[src/sv/assert_macros.svh]
// Assertion macros shared by the RTL modules.
// Each macro expects signals named clk and rst_n in the scope where it is used.
`ifndef ASSERT_MACROS_SVH
`define ASSERT_MACROS_SVH

// The condition holds at every clock edge outside reset.
`define ASSERT_ALWAYS(label, cond, msg) \
  label: assert property (@(posedge clk) disable iff (!rst_n) (cond)) else $error(msg);

// The consequent holds in the same cycle as the antecedent.
`define ASSERT_IMPLIES(label, ante, cons, msg) \
  label: assert property (@(posedge clk) disable iff (!rst_n) (ante) |-> (cons)) \
    else $error(msg);

// The consequent holds in the cycle after the antecedent.
`define ASSERT_NEXT(label, ante, cons, msg) \
  label: assert property (@(posedge clk) disable iff (!rst_n) (ante) |=> (cons)) \
    else $error(msg);

`endif

[src/sv/cddb_pkg.sv]
package cddb_pkg;

  // Field widths of the track and result transactions.
  localparam int unsigned MIN_W   = 7;
  localparam int unsigned SEC_W   = 6;
  localparam int unsigned FRM_W   = 7;
  localparam int unsigned OFS_W   = 19;
  localparam int unsigned ID_W    = 32;
  localparam int unsigned DSEC_W  = 14;

  // Internal widths.
  localparam int unsigned FRAMES_W = 20;  // start or length in frames
  localparam int unsigned DVD_W    = 21;  // start + 1 + length in frames
  localparam int unsigned SECS_W   = 13;  // start in whole seconds
  localparam int unsigned REM_W    = 7;   // divider remainder, below 75
  localparam int unsigned BCD_DIGITS = 4;
  localparam int unsigned BCD_W    = 4 * BCD_DIGITS;
  localparam int unsigned DSUM_W   = 6;   // sum of four decimal digits
  localparam int unsigned SUM_W    = 8;   // running sum, held modulo 255
  localparam int unsigned SPAN_W   = 16;
  localparam int unsigned CNT_W    = $clog2(DVD_W);

  // Arithmetic constants.
  localparam int unsigned FRAMES_PER_SEC = 75;
  localparam int unsigned SECS_PER_MIN   = 60;
  localparam int unsigned FRAMES_PER_MIN = FRAMES_PER_SEC * SECS_PER_MIN;
  localparam int unsigned SUM_MOD        = 255;
  localparam int unsigned OFFSET_MAX     = (1 << OFS_W) - 1;
  localparam int unsigned DIGIT_ADJ_MIN  = 5;
  localparam int unsigned DIGIT_ADJ      = 3;
  localparam int unsigned DIGIT_MAX      = 9;

  localparam int unsigned DEFAULT_MAX_TRACKS = 99;

  // Sequencer states.
  typedef enum logic [1:0] {
    ST_IDLE,
    ST_LOAD,
    ST_RUN,
    ST_FINISH
  } seq_state_t;

  // Controls from the sequencer to the serial datapaths.
  typedef struct packed {
    logic load;
    logic div_step;
    logic bcd_step;
  } ser_ctrl_t;

endpackage

[src/sv/cddb_ifs.sv]
// Track channel: one table-of-contents entry per transaction.
interface cddb_in_if;
  logic                         valid;
  logic                         ready;
  logic [cddb_pkg::MIN_W-1:0]   start_minute;
  logic [cddb_pkg::SEC_W-1:0]   start_second;
  logic [cddb_pkg::FRM_W-1:0]   start_frame;
  logic [cddb_pkg::MIN_W-1:0]   length_minute;
  logic [cddb_pkg::SEC_W-1:0]   length_second;
  logic [cddb_pkg::FRM_W-1:0]   length_frame;
  logic                         last_track;

  modport source (
    output valid, start_minute, start_second, start_frame,
           length_minute, length_second, length_frame, last_track,
    input  ready
  );
  modport sink (
    input  valid, start_minute, start_second, start_frame,
           length_minute, length_second, length_frame, last_track,
    output ready
  );
endinterface

// Result channel: one result per track.
interface cddb_out_if;
  logic                         valid;
  logic                         ready;
  logic [cddb_pkg::OFS_W-1:0]   frame_offset;
  logic                         id_valid;
  logic [cddb_pkg::ID_W-1:0]    disc_id;
  logic [cddb_pkg::DSEC_W-1:0]  disc_seconds;

  modport source (
    output valid, frame_offset, id_valid, disc_id, disc_seconds,
    input  ready
  );
  modport sink (
    input  valid, frame_offset, id_valid, disc_id, disc_seconds,
    output ready
  );
endinterface

[src/sv/cddb_bcd.sv]
`include "assert_macros.svh"

// Bit-serial binary to BCD converter (shift and add 3), one input bit per step.
// Delivers the sum of the decimal digits once all bits have been shifted in.
module cddb_bcd (
  input  logic                            clk,
  input  logic                            rst_n,
  input  cddb_pkg::ser_ctrl_t             ctrl,
  input  logic [cddb_pkg::SECS_W-1:0]     bin_in,
  output logic [cddb_pkg::DSUM_W-1:0]     digit_sum
);

  localparam int unsigned BCD_W  = cddb_pkg::BCD_W;
  localparam int unsigned SECS_W = cddb_pkg::SECS_W;
  localparam int unsigned DSUM_W = cddb_pkg::DSUM_W;

  logic [BCD_W-1:0]  bcd_r, bcd_nxt;
  logic [SECS_W-1:0] bin_r, bin_nxt;
  logic [BCD_W-1:0]  bcd_adj;
  logic              digits_ok;

  // Add three to every digit of five or more, then shift the next bit in.
  always_comb begin
    bcd_adj   = bcd_r;
    digit_sum = '0;
    digits_ok = 1'b1;
    for (int i = 0; i < cddb_pkg::BCD_DIGITS; i++) begin
      if (bcd_r[4*i +: 4] >= 4'(cddb_pkg::DIGIT_ADJ_MIN)) begin
        bcd_adj[4*i +: 4] = bcd_r[4*i +: 4] + 4'(cddb_pkg::DIGIT_ADJ);
      end
      digit_sum = digit_sum + DSUM_W'(bcd_r[4*i +: 4]);
      if (bcd_r[4*i +: 4] > 4'(cddb_pkg::DIGIT_MAX)) begin
        digits_ok = 1'b0;
      end
    end

    bcd_nxt = bcd_r;
    bin_nxt = bin_r;
    if (ctrl.load) begin
      bcd_nxt = '0;
      bin_nxt = bin_in;
    end else if (ctrl.bcd_step) begin
      bcd_nxt = {bcd_adj[BCD_W-2:0], bin_r[SECS_W-1]};
      bin_nxt = {bin_r[SECS_W-2:0], 1'b0};
    end
  end

  // Shift registers.
  always_ff @(posedge clk) begin
    if (!rst_n) begin
      bcd_r <= '0;
      bin_r <= '0;
    end else begin
      bcd_r <= bcd_nxt;
      bin_r <= bin_nxt;
    end
  end

  // Every BCD digit stays a decimal digit throughout the conversion.
  `ASSERT_ALWAYS(a_bcd_digits, digits_ok, "BCD digit above nine")
  // A load always starts from a cleared digit register.
  `ASSERT_NEXT(a_bcd_load, ctrl.load, bcd_r == '0, "BCD register not cleared on load")

endmodule

[src/sv/cddb_div75.sv]
`include "assert_macros.svh"

// Restoring divider by 75, one dividend bit per step. The quotient bits
// replace the dividend bits in the same shift register.
module cddb_div75 (
  input  logic                          clk,
  input  logic                          rst_n,
  input  cddb_pkg::ser_ctrl_t           ctrl,
  input  logic [cddb_pkg::DVD_W-1:0]    dividend,
  output logic [cddb_pkg::DVD_W-1:0]    quotient
);

  localparam int unsigned DVD_W = cddb_pkg::DVD_W;
  localparam int unsigned REM_W = cddb_pkg::REM_W;

  logic [DVD_W-1:0] dvd_r, dvd_nxt;
  logic [REM_W-1:0] rem_r, rem_nxt;
  logic [REM_W:0]   trial;
  logic [REM_W:0]   trial_sub;
  logic             fits;

  // Bring down the next bit and subtract the divisor where it fits.
  always_comb begin
    trial     = {rem_r, dvd_r[DVD_W-1]};
    trial_sub = trial - (REM_W+1)'(cddb_pkg::FRAMES_PER_SEC);
    fits      = trial >= (REM_W+1)'(cddb_pkg::FRAMES_PER_SEC);

    dvd_nxt = dvd_r;
    rem_nxt = rem_r;
    if (ctrl.load) begin
      dvd_nxt = dividend;
      rem_nxt = '0;
    end else if (ctrl.div_step) begin
      dvd_nxt = {dvd_r[DVD_W-2:0], fits};
      rem_nxt = fits ? trial_sub[REM_W-1:0] : trial[REM_W-1:0];
    end
  end

  assign quotient = dvd_r;

  // Dividend/quotient and remainder registers.
  always_ff @(posedge clk) begin
    if (!rst_n) begin
      dvd_r <= '0;
      rem_r <= '0;
    end else begin
      dvd_r <= dvd_nxt;
      rem_r <= rem_nxt;
    end
  end

  // The partial remainder always stays below the divisor.
  `ASSERT_ALWAYS(a_div_rem, rem_r < REM_W'(cddb_pkg::FRAMES_PER_SEC), "remainder not below 75")

endmodule

[src/sv/cddb_disc_id_generator_top.sv]
// CDDB disc id generator.
// in_ch carries one table-of-contents track per transaction: start and length
// as minute/second/frame and a last_track flag. out_ch returns one result per
// track: the absolute start frame, and on the last track the disc id and the
// disc length in seconds (zero otherwise). The running digit sum, track count
// and first start are cleared after the last track of each disc.
// Steps: an accepted track's fields are captured; the load state converts them
// to frames and seconds and loads the serial datapaths; the run state does the
// bit-serial divide by 75, the BCD digit sum running alongside until all bits
// of the start seconds are in; the finish state updates the totals and loads
// the output register. A new track is taken only once the last is through:
// in_ch.ready is high only while the sequencer is idle. The output register
// parts the two sides, so the next track is taken while a result still waits.
// When out_ch.ready stays low, the result holds and the sequencer waits in its
// finish state until the output register frees.
// Reset (rst_n low at a clock edge) empties the block and clears the totals.
`include "assert_macros.svh"

module cddb_disc_id_generator_top #(
  parameter int unsigned MAX_TRACKS = cddb_pkg::DEFAULT_MAX_TRACKS
) (
  input  logic       clk,
  input  logic       rst_n,
  cddb_in_if.sink    in_ch,
  cddb_out_if.source out_ch
);

  localparam int unsigned TC_W     = $clog2(MAX_TRACKS + 1);
  localparam int unsigned FRAMES_W = cddb_pkg::FRAMES_W;
  localparam int unsigned DVD_W    = cddb_pkg::DVD_W;
  localparam int unsigned SECS_W   = cddb_pkg::SECS_W;
  localparam int unsigned SUM_W    = cddb_pkg::SUM_W;
  localparam int unsigned SPAN_W   = cddb_pkg::SPAN_W;
  localparam int unsigned DSEC_W   = cddb_pkg::DSEC_W;
  localparam int unsigned OFS_W    = cddb_pkg::OFS_W;
  localparam int unsigned CNT_W    = cddb_pkg::CNT_W;

  cddb_pkg::seq_state_t state_r, state_nxt;
  cddb_pkg::ser_ctrl_t  ctrl;

  logic [CNT_W-1:0]  cnt_r, cnt_nxt;

  // Captured track fields.
  logic [cddb_pkg::MIN_W-1:0] sm_r, lm_r;
  logic [cddb_pkg::SEC_W-1:0] ss_r, ls_r;
  logic [cddb_pkg::FRM_W-1:0] sf_r, lf_r;
  logic                       last_r;

  // Values formed in the load cycle.
  logic [FRAMES_W-1:0] start_frames, len_frames;
  logic [DVD_W-1:0]    dividend;
  logic [SECS_W-1:0]   start_secs;
  logic [SECS_W-1:0]   start_secs_r;
  logic [OFS_W-1:0]    offset_r;

  // Per-disc totals.
  logic [TC_W-1:0]   tc_r, tc_new;
  logic [SUM_W-1:0]  sum_r, sum_new;
  logic [SECS_W-1:0] first_r, first_new;
  logic [SUM_W:0]    sum_wide;

  logic [cddb_pkg::DSUM_W-1:0] digit_sum;
  logic [DVD_W-1:0]            quotient;
  logic [DSEC_W-1:0]           disc_secs;
  logic [SPAN_W-1:0]           span;

  logic accept;
  logic finish_fire;

  // Output register.
  logic                      out_valid_r;
  logic [OFS_W-1:0]          out_offset_r;
  logic                      out_id_valid_r;
  logic [cddb_pkg::ID_W-1:0] out_disc_id_r;
  logic [DSEC_W-1:0]         out_disc_secs_r;

  assign in_ch.ready = (state_r == cddb_pkg::ST_IDLE);
  assign accept      = in_ch.valid && in_ch.ready;
  assign finish_fire = (state_r == cddb_pkg::ST_FINISH) && (!out_valid_r || out_ch.ready);

  // Sequencer state register.
  always_ff @(posedge clk) begin
    if (!rst_n) begin
      state_r <= cddb_pkg::ST_IDLE;
      cnt_r   <= '0;
    end else begin
      state_r <= state_nxt;
      cnt_r   <= cnt_nxt;
    end
  end

  // Sequencer next state and datapath controls.
  always_comb begin
    state_nxt     = state_r;
    cnt_nxt       = cnt_r;
    ctrl.load     = 1'b0;
    ctrl.div_step = 1'b0;
    ctrl.bcd_step = 1'b0;
    unique case (state_r)
      cddb_pkg::ST_IDLE: begin
        if (accept) begin
          state_nxt = cddb_pkg::ST_LOAD;
        end
      end
      cddb_pkg::ST_LOAD: begin
        ctrl.load = 1'b1;
        cnt_nxt   = '0;
        state_nxt = cddb_pkg::ST_RUN;
      end
      cddb_pkg::ST_RUN: begin
        ctrl.div_step = 1'b1;
        ctrl.bcd_step = (cnt_r < CNT_W'(SECS_W));
        cnt_nxt       = cnt_r + 1'b1;
        if (cnt_r == CNT_W'(DVD_W - 1)) begin
          state_nxt = cddb_pkg::ST_FINISH;
        end
      end
      cddb_pkg::ST_FINISH: begin
        if (finish_fire) begin
          state_nxt = cddb_pkg::ST_IDLE;
        end
      end
      default: state_nxt = cddb_pkg::ST_IDLE;
    endcase
  end

  // Capture the track fields on each accepted transaction.
  always_ff @(posedge clk) begin
    if (accept) begin
      sm_r   <= in_ch.start_minute;
      ss_r   <= in_ch.start_second;
      sf_r   <= in_ch.start_frame;
      lm_r   <= in_ch.length_minute;
      ls_r   <= in_ch.length_second;
      lf_r   <= in_ch.length_frame;
      last_r <= in_ch.last_track;
    end
  end

  // Convert minute/second/frame to frames and seconds.
  always_comb begin
    start_frames = FRAMES_W'(sm_r) * FRAMES_W'(cddb_pkg::FRAMES_PER_MIN)
                 + FRAMES_W'(ss_r) * FRAMES_W'(cddb_pkg::FRAMES_PER_SEC)
                 + FRAMES_W'(sf_r);
    len_frames   = FRAMES_W'(lm_r) * FRAMES_W'(cddb_pkg::FRAMES_PER_MIN)
                 + FRAMES_W'(ls_r) * FRAMES_W'(cddb_pkg::FRAMES_PER_SEC)
                 + FRAMES_W'(lf_r);
    dividend     = DVD_W'(start_frames) + DVD_W'(len_frames) + DVD_W'(1);
    start_secs   = SECS_W'(sm_r) * SECS_W'(cddb_pkg::SECS_PER_MIN) + SECS_W'(ss_r);
  end

  // Hold the saturated offset and start seconds for the final cycle.
  always_ff @(posedge clk) begin
    if (ctrl.load) begin
      start_secs_r <= start_secs;
      offset_r     <= (start_frames > FRAMES_W'(cddb_pkg::OFFSET_MAX))
                      ? OFS_W'(cddb_pkg::OFFSET_MAX) : start_frames[OFS_W-1:0];
    end
  end

  cddb_bcd u_bcd (
    .clk       (clk),
    .rst_n     (rst_n),
    .ctrl      (ctrl),
    .bin_in    (start_secs),
    .digit_sum (digit_sum)
  );

  cddb_div75 u_div (
    .clk      (clk),
    .rst_n    (rst_n),
    .ctrl     (ctrl),
    .dividend (dividend),
    .quotient (quotient)
  );

  // Updated totals and the disc id fields.
  always_comb begin
    tc_new    = (tc_r < TC_W'(MAX_TRACKS)) ? tc_r + 1'b1 : tc_r;
    first_new = (tc_r == '0) ? start_secs_r : first_r;
    sum_wide  = (SUM_W+1)'(sum_r) + (SUM_W+1)'(digit_sum);
    sum_new   = (sum_wide >= (SUM_W+1)'(cddb_pkg::SUM_MOD))
                ? SUM_W'(sum_wide - (SUM_W+1)'(cddb_pkg::SUM_MOD)) : SUM_W'(sum_wide);
    disc_secs = quotient[DSEC_W-1:0];
    span      = SPAN_W'(disc_secs) - SPAN_W'(first_new);
  end

  // Per-disc totals; cleared after the last track.
  always_ff @(posedge clk) begin
    if (!rst_n) begin
      tc_r    <= '0;
      sum_r   <= '0;
      first_r <= '0;
    end else if (finish_fire) begin
      if (last_r) begin
        tc_r    <= '0;
        sum_r   <= '0;
        first_r <= '0;
      end else begin
        tc_r    <= tc_new;
        sum_r   <= sum_new;
        first_r <= first_new;
      end
    end
  end

  // Output register valid flag.
  always_ff @(posedge clk) begin
    if (!rst_n) begin
      out_valid_r <= 1'b0;
    end else if (finish_fire) begin
      out_valid_r <= 1'b1;
    end else if (out_ch.ready) begin
      out_valid_r <= 1'b0;
    end
  end

  // Output register payload.
  always_ff @(posedge clk) begin
    if (finish_fire) begin
      out_offset_r    <= offset_r;
      out_id_valid_r  <= last_r;
      out_disc_id_r   <= last_r ? {sum_new, span, 8'(tc_new)} : '0;
      out_disc_secs_r <= last_r ? disc_secs : '0;
    end
  end

  assign out_ch.valid        = out_valid_r;
  assign out_ch.frame_offset = out_offset_r;
  assign out_ch.id_valid     = out_id_valid_r;
  assign out_ch.disc_id      = out_disc_id_r;
  assign out_ch.disc_seconds = out_disc_secs_r;

  // The track count saturates and the running sum stays reduced.
  `ASSERT_ALWAYS(a_tc_sat, tc_r <= TC_W'(MAX_TRACKS), "track count above its limit")
  `ASSERT_ALWAYS(a_sum_mod, sum_r < SUM_W'(cddb_pkg::SUM_MOD), "running sum not reduced")
  // A waiting result is never dropped.
  `ASSERT_NEXT(a_out_hold, out_valid_r && !out_ch.ready, out_valid_r, "pending result lost")
  // The totals start over after the last track of a disc.
  `ASSERT_NEXT(a_disc_clear, finish_fire && last_r, tc_r == '0 && sum_r == '0, "totals not cleared")

endmodule
[src/flat_wrapper.sv]
// flat-port wrapper written by rule: the top's interface ports become plain ports
module cddb_disc_id_generator_top_flat 
#(
  parameter int unsigned MAX_TRACKS = cddb_pkg::DEFAULT_MAX_TRACKS
)
  (clk, rst_n, in_ch_valid, in_ch_start_minute, in_ch_start_second, in_ch_start_frame, in_ch_length_minute, in_ch_length_second, in_ch_length_frame, in_ch_last_track, in_ch_ready, out_ch_valid, out_ch_frame_offset, out_ch_id_valid, out_ch_disc_id, out_ch_disc_seconds, out_ch_ready);
  cddb_in_if in_ch_i ();
  cddb_out_if out_ch_i ();
  input  logic clk;
  input  logic rst_n;
  input wire logic [$bits(in_ch_i.valid)-1:0] in_ch_valid;
  input wire logic [$bits(in_ch_i.start_minute)-1:0] in_ch_start_minute;
  input wire logic [$bits(in_ch_i.start_second)-1:0] in_ch_start_second;
  input wire logic [$bits(in_ch_i.start_frame)-1:0] in_ch_start_frame;
  input wire logic [$bits(in_ch_i.length_minute)-1:0] in_ch_length_minute;
  input wire logic [$bits(in_ch_i.length_second)-1:0] in_ch_length_second;
  input wire logic [$bits(in_ch_i.length_frame)-1:0] in_ch_length_frame;
  input wire logic [$bits(in_ch_i.last_track)-1:0] in_ch_last_track;
  output wire logic [$bits(in_ch_i.ready)-1:0] in_ch_ready;
  output wire logic [$bits(out_ch_i.valid)-1:0] out_ch_valid;
  output wire logic [$bits(out_ch_i.frame_offset)-1:0] out_ch_frame_offset;
  output wire logic [$bits(out_ch_i.id_valid)-1:0] out_ch_id_valid;
  output wire logic [$bits(out_ch_i.disc_id)-1:0] out_ch_disc_id;
  output wire logic [$bits(out_ch_i.disc_seconds)-1:0] out_ch_disc_seconds;
  input wire logic [$bits(out_ch_i.ready)-1:0] out_ch_ready;
  assign in_ch_i.valid = in_ch_valid;
  assign in_ch_i.start_minute = in_ch_start_minute;
  assign in_ch_i.start_second = in_ch_start_second;
  assign in_ch_i.start_frame = in_ch_start_frame;
  assign in_ch_i.length_minute = in_ch_length_minute;
  assign in_ch_i.length_second = in_ch_length_second;
  assign in_ch_i.length_frame = in_ch_length_frame;
  assign in_ch_i.last_track = in_ch_last_track;
  assign in_ch_ready = in_ch_i.ready;
  assign out_ch_valid = out_ch_i.valid;
  assign out_ch_frame_offset = out_ch_i.frame_offset;
  assign out_ch_id_valid = out_ch_i.id_valid;
  assign out_ch_disc_id = out_ch_i.disc_id;
  assign out_ch_disc_seconds = out_ch_i.disc_seconds;
  assign out_ch_i.ready = out_ch_ready;
  cddb_disc_id_generator_top #(.MAX_TRACKS(MAX_TRACKS)) u_core (.clk(clk), .rst_n(rst_n), .in_ch(in_ch_i), .out_ch(out_ch_i));
endmodule
[config.mk]
export PLATFORM = sky130hd
export DESIGN_NAME = cddb_disc_id_generator_top_flat
export DESIGN_NICKNAME = d
export VERILOG_FILES = /design/src/sv/cddb_pkg.sv /design/src/sv/cddb_ifs.sv /design/src/sv/cddb_bcd.sv /design/src/sv/cddb_div75.sv /design/src/sv/cddb_disc_id_generator_top.sv /design/src/flat_wrapper.sv
export VERILOG_INCLUDE_DIRS = /design/src /design/src/sv
export SDC_FILE = /design/constraint.sdc
export NUM_CORES = 1
export LEC_CHECK = 0
export ABC_AREA = 1
export BUFFER_PORTS_ARGS = -buffer_cell sky130_fd_sc_hd__buf_4
export CAP_MARGIN = 20
export CELL_PAD_IN_SITES_DETAIL_PLACEMENT = 2
export CELL_PAD_IN_SITES_GLOBAL_PLACEMENT = 2
export CORE_UTILIZATION = 41
export CTS_CLUSTER_DIAMETER = 50
export DETAILED_ROUTE_END_ITERATION = 6
export GPL_TIMING_DRIVEN = 1
export PLACE_DENSITY = 0.85
export SLEW_MARGIN = 20
export SYNTH_ARGS = -nofsm -noshare
export SYNTH_HDL_FRONTEND = slang
export SYNTH_SLANG_ARGS = --single-unit
[constraint.sdc]
create_clock -name clk -period 13 [get_ports clk]
set_input_delay 0 -clock clk [delete_from_list [all_inputs] [get_ports clk]]
set_output_delay 0 -clock clk [all_outputs]
set_load 0.02 [all_outputs]
==> flow_metrics.env, run 1 <==
export IMPL_grt_util_met3_pct=3.95
export IMPL_cp_common_cell="ha_1"
export IMPL_rr_worst_depth=31
export IMPL_cp_depth=31
export IMPL_die_h_um=208
export IMPL_htree_levels=2
export IMPL_reg2reg_from="u_core.sm_r[4]"
export IMPL_viasPerCell=5.44
export IMPL_firstDrtPassIters=5
export IMPL_grt_max_degree=81
export IMPL_numCtsBuffers=38
export IMPL_crit_path_start_kind="register"
export IMPL_place_gp_congestion=0.834
export IMPL_synth_top_area_share_pct=23.7
export IMPL_synth_async_reset_ratio_pct=0
export IMPL_synth_top_cells_by_area="edfxtp_1 (24%), ha_1 (16%), dfxtp_1 (11%)"
export IMPL_cts_root_buf="clkbuf_16"
export IMPL_die_x_um=208
export IMPL_crit_path_end_kind="register"
export IMPL_grt_overflow_total=0
export IMPL_yosysUniqueCellTypes=54
export IMPL_syn_num_nets=2388
export IMPL_path_clk_slew_ns=0.06
export IMPL_synth_cells=2044
export IMPL_row_count=75
export IMPL_drc_errors=0
export IMPL_yosysSeqAreaShare_pct=34.4
export IMPL_syn2layout_area_growth_pct=17.9
export IMPL_grt_total_usage_pct=29.8
export IMPL_synthFlopType="edfxtp_1"
export IMPL_routedWlPerCell_um=23.0
export IMPL_hold_start="in_ch_length_frame[5]"
export IMPL_initial_core_util_pct=41.5
export IMPL_hold_viol_final=0
export IMPL_yosys_area_top_type="edfxtp_1"
export IMPL_setup_tns_ns=0
export IMPL_ys_warnings_count=0
export IMPL_synthTopCellsByCount="inv_1 (361), nand2_1 (359), ha_1 (224), nor2_1 (161)"
export IMPL_clock_path_buffers=3
export IMPL_path_buf_inv=4
export IMPL_hpwl_um=43300
export IMPL_dr_total_vias=15100
export IMPL_grt_pass1_vias=17500
export IMPL_grtUsageMet2_pct=56.1
export IMPL_grt_busiest_layer="met2"
export IMPL_crit_path_max_incr_delay_ns=0.60
export IMPL_rsz0062_at_grt="no"
export IMPL_maxSlewHeadroom_pct=26.8
export IMPL_antenna_found_initial=0
export IMPL_critical_path_class="register to register"
export IMPL_whs_path_depth=2
export IMPL_drt_initial_drc_count=630
export IMPL_dieArea_sq_mm=0.0432
export IMPL_post_route_period_util_pct=55.6
export IMPL_slew_violations=0
export IMPL_crit_required_ns=13.42
export IMPL_critPathSlowestCell="edfxtp_1"
export IMPL_finalSetupViolCount=0
export IMPL_maxCapViolCount=0
export IMPL_clock_latency_ns=0.57
export IMPL_core_area_sq_mm=0.0419
export IMPL_grt_pass1_wl_um=100000
export IMPL_syn_area_sq_mm=0.0174
export IMPL_wirelength_um=63700
export IMPL_status="complete, no violations"
export IMPL_cp_arrival_ns=7.65
export IMPL_synth_seq_cells=230
export IMPL_cts_tree="built"
export IMPL_synth_most_common_cell="inv_1"
export IMPL_timing_fmax_ghz=0.138
export IMPL_clock_sinks=230
export IMPL_io_buffers=111
export IMPL_synth_edf_count=137
export IMPL_tightest_slew_ns=1.10
export IMPL_avgSynthCellArea_sq_um=8.50
export IMPL_globalRouteMet1Util_pct=33.4
export IMPL_n_antenna_cell=0
export IMPL_place_area_sq_mm=0.0188
export IMPL_ioPinCount=113
export IMPL_drive_gt1_share_pct=11.6
export IMPL_fin_crit_ns=7.23
export IMPL_skew_ns=0.0329
export IMPL_worstPathMaxFanout=10
export IMPL_min_path_type="primary input to register"
export IMPL_final_cell_area_sq_mm=0.0205
export IMPL_layout_nets=2548
export IMPL_path_delay_family="adder cells"
export IMPL_drt_antenna_violating_nets=0
export IMPL_crit_start="u_core.sm_r[4]"
## layer usage
layer,vias to the layer above,wire [um]
met1,7627,25300
met3,160,2000
met4,0,2630
met5,-,0
met2,304,33700
li1,6995,-
## registers in the layout (all words and copies together), names as in the netlist
signal	flops
u_core.ss_r	6
u_core.tc_r	7
u_core.sf_r	7
u_core.u_bcd.bcd_r	16
u_core.u_div.rem_r	7
u_core.out_ch.disc_id	30
u_core.out_ch.frame_offset	19
u_core.u_div.quotient	21
u_core.first_r	13
u_core.cnt_r	5
u_core.state_r	2
u_core.out_ch.valid	1
u_core.sm_r	7
u_core.u_bcd.bin_r	13
u_core.offset_r	19
u_core.start_secs_r	13
u_core.lf_r	7
u_core.out_ch.disc_seconds	14
u_core.out_ch.id_valid	1
u_core.last_r	1
u_core.ls_r	6
u_core.sum_r	8
u_core.lm_r	7
## timing repair
item,4_1_cts,5_1_grt
gates resized for setup,0,0
hold endpoints to repair,53,0
buffers inserted,0,0
hold buffers,44,0
## layout by cell type (no fill, tap or decap), types with 11 or more instances in the layout
cell type / count
a21oi_1: 137
a31oi_1: 17
buf_4: 114
clkbuf_16: 39
clkinv_2: 11
dfxtp_1: 93
dlygate4sd3_1: 44
edfxtp_1: 137
fa_1: 75
ha_1: 223
inv_1: 360
nand2_1: 359
nand2_2: 22
nand3_1: 71
nand4_1: 19
nor2_1: 161
nor3_1: 16
o21ai_0: 101
o22ai_1: 17
or2_2: 12
xnor2_1: 28
xor2_1: 57
## cells by family (layout without fill, tap and decap cells)
group / after synthesis / count (layout) / share of synthesized area (%)
compound gates: 322 / 322 / 10.4
buf+inv: 413 / 602 / 8.98
simple gates: 693 / 693 / 17.1
xor+xnor: 86 / 86 / 4.38
other cells: 1 / 1 / 0.0216
flops: 230 / 230 / 34.4
fa+ha+maj: 299 / 299 / 24.8
## path summary, 6_finish.rpt
kind,end,slack (ns)
worst min register to register,u_core.out_ch.frame_offset[8],0.42
worst max-delay path,u_core.u_div.quotient[18],5.77
worst max register to register,u_core.u_div.quotient[18],5.77
worst min-delay path,u_core.lf_r[5],0.15
## stage by stage
step	std cells	setup WS (ns)	utilization [%]	hold slack [ns]
2_1_floorplan	2044	6.97	-	0.0989
3_3_place_gp	2658	6.41	44.8	0.178
3_5_place_dp	2658	6.13	44.8	0.179
4_1_cts	2771	6.09	48.9	0.123
5_1_grt	2772	5.26	49.0	0.139
6_report	2772	5.77	49.0	0.149
## area by class of cell
| type | count | area [sq um] |
|---|---|---|
| sequential | 230 | 5980 |
| timing repair buffer | 159 | 1310 |
| fill | 4515 | 21400 |
| tap | 539 | 674 |
| inverter | 374 | 1410 |
| multi-input combinational | 1401 | 9850 |
| clock inverter | 26 | 282 |
| clock buffer | 43 | 1000 |
## worst reg2reg max path: cells and delay by family, from the launching register on
| family | cells | cell delay (ns) |
|---|---|---|
| DFF | 1 | 0.60 |
| buffers and inverters | 4 | 0.25 |
| xor gates and xnor gates | 2 | 0.39 |
| AOI/OAI and AO/OA | 5 | 1.18 |
| and+or+nand+nor | 11 | 1.33 |
| adders and majority gates | 9 | 3.38 |
Power of run 1 is not shown: default switching activity piles up to over one toggle a cycle in this logic, so the estimate is an artifact.
==> run 2, diff against run 1 <==
--- a/config.mk
+++ b/config.mk
@@ -11,11 +11,11 @@
 export CAP_MARGIN = 20
 export CELL_PAD_IN_SITES_DETAIL_PLACEMENT = 2
 export CELL_PAD_IN_SITES_GLOBAL_PLACEMENT = 2
-export CORE_UTILIZATION = 41
+export CORE_UTILIZATION = 35
 export CTS_CLUSTER_DIAMETER = 50
 export DETAILED_ROUTE_END_ITERATION = 6
 export GPL_TIMING_DRIVEN = 1
-export PLACE_DENSITY = 0.85
+export PLACE_DENSITY = 0.77
 export SLEW_MARGIN = 20
 export SYNTH_ARGS = -nofsm -noshare
 export SYNTH_HDL_FRONTEND = slang
==> constraint.sdc (replaced) <==
create_clock -name clk -period 6.3 [get_ports clk]
set_input_delay 0 -clock clk [delete_from_list [all_inputs] [get_ports clk]]
set_output_delay 0 -clock clk [all_outputs]
set_load 0.02 [all_outputs]
==> run 2 against run 1 <==
Core utilization shrank 5.3 points. Die area up 17%. Register-to-register slack got worse by 5.6 ns.
==> flow_metrics.env, run 2 (synthesis results as in run 1) <==
export IMPL_status="complete, no violations"
export IMPL_crit_required_ns=6.71
export IMPL_holdWs_ns=0.0460
export IMPL_cts_tree="built"
export IMPL_hpwl_um=41600
export IMPL_maxCapViolCount=0
export IMPL_wirelength_um=56200
export IMPL_grt_util_met3_pct=2.98
export IMPL_nFillCells=5362
export IMPL_pre_cts_ws_ns=-0.254
export IMPL_grt_total_usage_pct=21.8
export IMPL_fin_crit_ns=6.10
export IMPL_place_gp_congestion=0.825
export IMPL_grt_busiest_layer="met2"
export IMPL_crit_path_end_kind="register"
export IMPL_firstDrtPassIters=4
export IMPL_die_x_um=225
export IMPL_layout_nets=2583
export IMPL_finalSetupViolCount=0
export IMPL_dr_total_vias=14600
export IMPL_core_area_sq_mm=0.0490
export IMPL_routedWlPerCell_um=19.2
export IMPL_antenna_found_initial=0
export IMPL_largest_reg_flops=30
export IMPL_drive_gt1_share_pct=16.0
export IMPL_maxSlewHeadroom_pct=36.4
export IMPL_critPathSlowestCell="fa_1"
export IMPL_clock_path_buffers=3
export IMPL_drc_errors=0
export IMPL_hold_viol_final=0
export IMPL_syn2layout_area_growth_pct=23.1
export IMPL_min_path_type="primary input to register"
export IMPL_final_util_pct=43.7
export IMPL_grtUsageMet2_pct=40.7
export IMPL_drt_initial_drc_count=468
export IMPL_initial_core_util_pct=35.5
export IMPL_tightest_slew_ns=0.954
export IMPL_clock_latency_ns=0.58
export IMPL_crit_path_max_incr_delay_ns=0.61
export IMPL_skew_ns=0.0332
export IMPL_crit_path_start_kind="register"
export IMPL_slew_violations=0
export IMPL_grt_pass1_vias=16400
export IMPL_cp_common_cell="nand2_2"
export IMPL_cp_arrival_ns=6.51
export IMPL_grt_pass1_wl_um=86600
export IMPL_final_common_cell="inv_1"
export IMPL_row_count=81
export IMPL_io_buffers=111
export IMPL_critical_path_class="register to register"
export IMPL_die_h_um=225
export IMPL_globalRouteMet1Util_pct=25.6
export IMPL_ioPinCount=113
export IMPL_post_route_period_util_pct=96.8
export IMPL_numCtsBuffers=38
export IMPL_fin_ws_ns=0.203
export IMPL_path_clk_slew_ns=0.05
export IMPL_viasPerCell=4.97
export IMPL_htree_levels=2
export IMPL_grt_overflow_total=0
export IMPL_clock_sinks=230
export IMPL_drt_antenna_violating_nets=0
export IMPL_dieArea_sq_mm=0.0506
export IMPL_layout_common_cells="inv_1 (358), nand2_1 (349), ha_1 (202)"
export IMPL_worstPathMaxFanout=4
export IMPL_timing_fmax_ghz=0.164
export IMPL_cts_root_buf="clkbuf_16"
export IMPL_grt_max_degree=75
-- run 2: worst max-delay path, delay by kind of cell (launching register included) --
kind,cells,cell delay (ns)
buffers and inverters,2,0.14
AND/OR/NAND/NOR,13,1.24
XOR/XNOR,2,0.36
flip-flops,1,0.41
adder cells (fa/ha/maj),9,3.20
AO/OA/AOI/OAI,4,0.61
-- run 2: timing repair --
item                                    in CTS  in global routing
hold endpoints to repair                    53                  0
resized for setup                           15                 71
endpoints found under the setup margin      10                 10
setup buffers                                4                 11
pin swaps                                    3                 25
hold buffers                                43                  0
-- run 2: worst paths after layout --
check	end	start	slack, ns	cells after the start
hold reg to reg	u_core.out_ch.frame_offset[6]	u_core.offset_r[6]	0.40	0
hold / removal	u_core.state_r[1]	in_ch_valid	0.05	4
setup reg to reg	u_core.u_div.quotient[18]	u_core.lm_r[6]	0.20	30
setup / recovery	u_core.u_div.quotient[18]	u_core.lm_r[6]	0.20	30
-- run 2: per-stage QoR --
| stage | cell area (sq um) | cells | setup TNS (ns) |
|---|---|---|---|
| floorplan | 17400 | 2044 | 0 |
| global route | 21400 | 2933 | -0.539 |
| detailed placement | 19100 | 2804 | -1.02 |
| CTS | 20900 | 2921 | -0.00000622 |
| global placement | 19100 | 2804 | 0 |
| finish | 21400 | 2934 | 0 |
-- run 2: layout make-up --
class	instances	area [sq um]	area share, %
Timing Repair Buffer	194	1590	7.42
Clock inverter	23	302	1.41
Inverter	374	1410	6.58
Antenna cell	1	2.50	0.0117
Multi-Input combinational cell	1401	10300	48.0
Tap cell	664	831	3.88
Sequential cell	230	5980	27.9
Clock buffer	47	1030	4.80
-- run 2: routing by layer --
metal	share of wire, %	up-vias
met3	3.0	90
met4	2.7	0
met1	42	7230
met2	52	197
li1	-	7055
met5	0	-
Power of run 2 is left out for the same reason.
==> run 3, diff against run 2 <==
--- a/config.mk
+++ b/config.mk
@@ -11,11 +11,11 @@
 export CAP_MARGIN = 20
 export CELL_PAD_IN_SITES_DETAIL_PLACEMENT = 2
 export CELL_PAD_IN_SITES_GLOBAL_PLACEMENT = 2
-export CORE_UTILIZATION = 35
+export CORE_UTILIZATION = 30
 export CTS_CLUSTER_DIAMETER = 50
 export DETAILED_ROUTE_END_ITERATION = 6
 export GPL_TIMING_DRIVEN = 1
-export PLACE_DENSITY = 0.77
+export PLACE_DENSITY = 0.68
 export SLEW_MARGIN = 20
 export SYNTH_ARGS = -nofsm -noshare
 export SYNTH_HDL_FRONTEND = slang
==> run 3 against run 2 <==
Core utilization fell by 5.8 points. Sequential share of layout area down 0.20 points. First-iteration DRC count increased by 6.4%. Sequential cell count stayed put. Via count is 0.90% lower. Register-to-register slack better by 0.04 ns. Non-clock buffer count shrank 3. Routed wire length fell by 3.4%. Clock skew down 0.0065 ns. Maximum frequency is 0.71% higher.
==> flow_metrics.env, run 3 (synthesis results as in run 1) <==
export IMPL_layout_nets=2583
export IMPL_wirelength_um=54300
export IMPL_cts_root_buf="clkbuf_16"
export IMPL_firstDrtPassIters=4
export IMPL_antenna_found_initial=0
export IMPL_dr_total_vias=14400
export IMPL_path_clk_slew_ns=0.06
export IMPL_htree_levels=2
export IMPL_cp_common_cell="nand2_2"
export IMPL_final_common_cell="inv_1"
export IMPL_drt_initial_drc_count=498
export IMPL_routedWlPerCell_um=17.9
export IMPL_numCtsBuffers=41
export IMPL_tightest_slew_ns=1.03
export IMPL_holdWs_ns=0.137
export IMPL_grt_pass1_vias=16200
export IMPL_nFillCells=6393
export IMPL_timing_fmax_ghz=0.165
export IMPL_n_antenna_cell=0
export IMPL_finalSetupViolCount=0
export IMPL_ioPinCount=113
export IMPL_fin_ws_ns=0.246
export IMPL_min_path_type="primary input to register"
export IMPL_maxCapViolCount=0
export IMPL_critical_path_class="register to register"
export IMPL_drc_errors=0
export IMPL_dieArea_sq_mm=0.0589
export IMPL_row_count=87
export IMPL_largest_reg_flops=30
export IMPL_grt_max_degree=66
export IMPL_maxSlewHeadroom_pct=31.4
export IMPL_hold_viol_final=0
export IMPL_io_buffers=111
export IMPL_clock_path_buffers=3
export IMPL_die_h_um=243
export IMPL_crit_path_start_kind="register"
export IMPL_critPathSlowestCell="fa_1"
export IMPL_crit_path_max_incr_delay_ns=0.60
export IMPL_clock_latency_ns=0.58
export IMPL_syn2layout_area_growth_pct=23.9
export IMPL_cp_arrival_ns=6.55
export IMPL_pre_cts_ws_ns=-0.178
export IMPL_clock_sinks=230
export IMPL_viasPerCell=4.77
export IMPL_worstPathMaxFanout=4
export IMPL_setup_tns_ns=0
export IMPL_layout_common_cells="inv_1 (359), nand2_1 (352), ha_1 (206)"
export IMPL_initial_core_util_pct=30.6
export IMPL_crit_path_end_kind="register"
export IMPL_status="complete, no violations"
export IMPL_place_gp_congestion=0.800
export IMPL_slew_violations=0
export IMPL_drive_gt1_share_pct=16.0
export IMPL_post_route_period_util_pct=96.1
export IMPL_fin_crit_ns=6.05
export IMPL_drt_antenna_violating_nets=0
export IMPL_hpwl_um=42100
export IMPL_skew_ns=0.0267
export IMPL_grt_overflow_total=0
export IMPL_grt_pass1_wl_um=87000
export IMPL_grt_total_usage_pct=18.5
export IMPL_core_area_sq_mm=0.0568
export IMPL_crit_required_ns=6.79
export IMPL_die_x_um=243
export IMPL_cts_tree="built"
[run 3: changes by cell type in the layout (fill, tap and decap cells not counted), sizes merged]
cell and change:
inv +6, clkinvlp -4, clkbuf +1, diode -1
bufinv -2, buf -4, clkinv +5, dlygate4sd3 +1
[run 3: final timing paths]
| path | from | to | slack [ns] | cells after the start |
|---|---|---|---|---|
| setup reg to reg | u_core.sm_r[6] | u_core.u_div.quotient[20] | 0.25 | 34 |
| hold / removal | in_ch_length_frame[1] | u_core.lf_r[1] | 0.14 | 2 |
| setup / recovery | u_core.sm_r[6] | u_core.u_div.quotient[20] | 0.25 | 34 |
| hold reg to reg | u_core.offset_r[7] | u_core.out_ch.frame_offset[7] | 0.42 | 0 |
[run 3: layer usage]
metal  GRT usage (%)  wire [um]
met5               0          0
met2            33.7      27700
met3            2.26       1610
met4            5.11       1130
met1            22.9      23900
[run 3: critical path: cells and delay by family (launching register included)]
| kind | cells | cell delay [ns] |
|---|---|---|
| buffers and inverters | 4 | 0.29 |
| adders and majority gates | 9 | 3.13 |
| AOI/OAI and AO/OA | 4 | 0.65 |
| xor gates and xnor gates | 2 | 0.34 |
| and+or+nand+nor | 15 | 1.18 |
| DFF | 1 | 0.39 |
[run 3: through the flow]
| step | utilization (%) | std cells | instance area (sq um) |
|---|---|---|---|
| after floorplan | - | 2044 | 17400 |
| after global placement | 33.8 | 2898 | 19200 |
| after detailed placement | 33.8 | 2898 | 19200 |
| after CTS | 37.0 | 3019 | 21000 |
| after global routing | 37.9 | 3028 | 21500 |
| final | 37.9 | 3028 | 21500 |
[run 3: cell type report]
type | count | area (sq um) | area share [%]
clock buffer | 48 | 1080 | 5.03
clock inverter | 28 | 299 | 1.39
inverter | 374 | 1410 | 6.52
multi-input combinational | 1401 | 10300 | 47.7
sequential | 230 | 5980 | 27.7
tap | 756 | 946 | 4.39
timing repair buffer | 191 | 1550 | 7.19
[run 3: what timing repair did]
action                                  CTS  global route
pin swaps                                 1            21
gates resized for setup                   6            81
hold buffers                             44             0
buffers inserted                          1             9
endpoints found under the setup margin    7            10
hold endpoints to repair                 53             0
Power of run 3 is left out for the same reason.
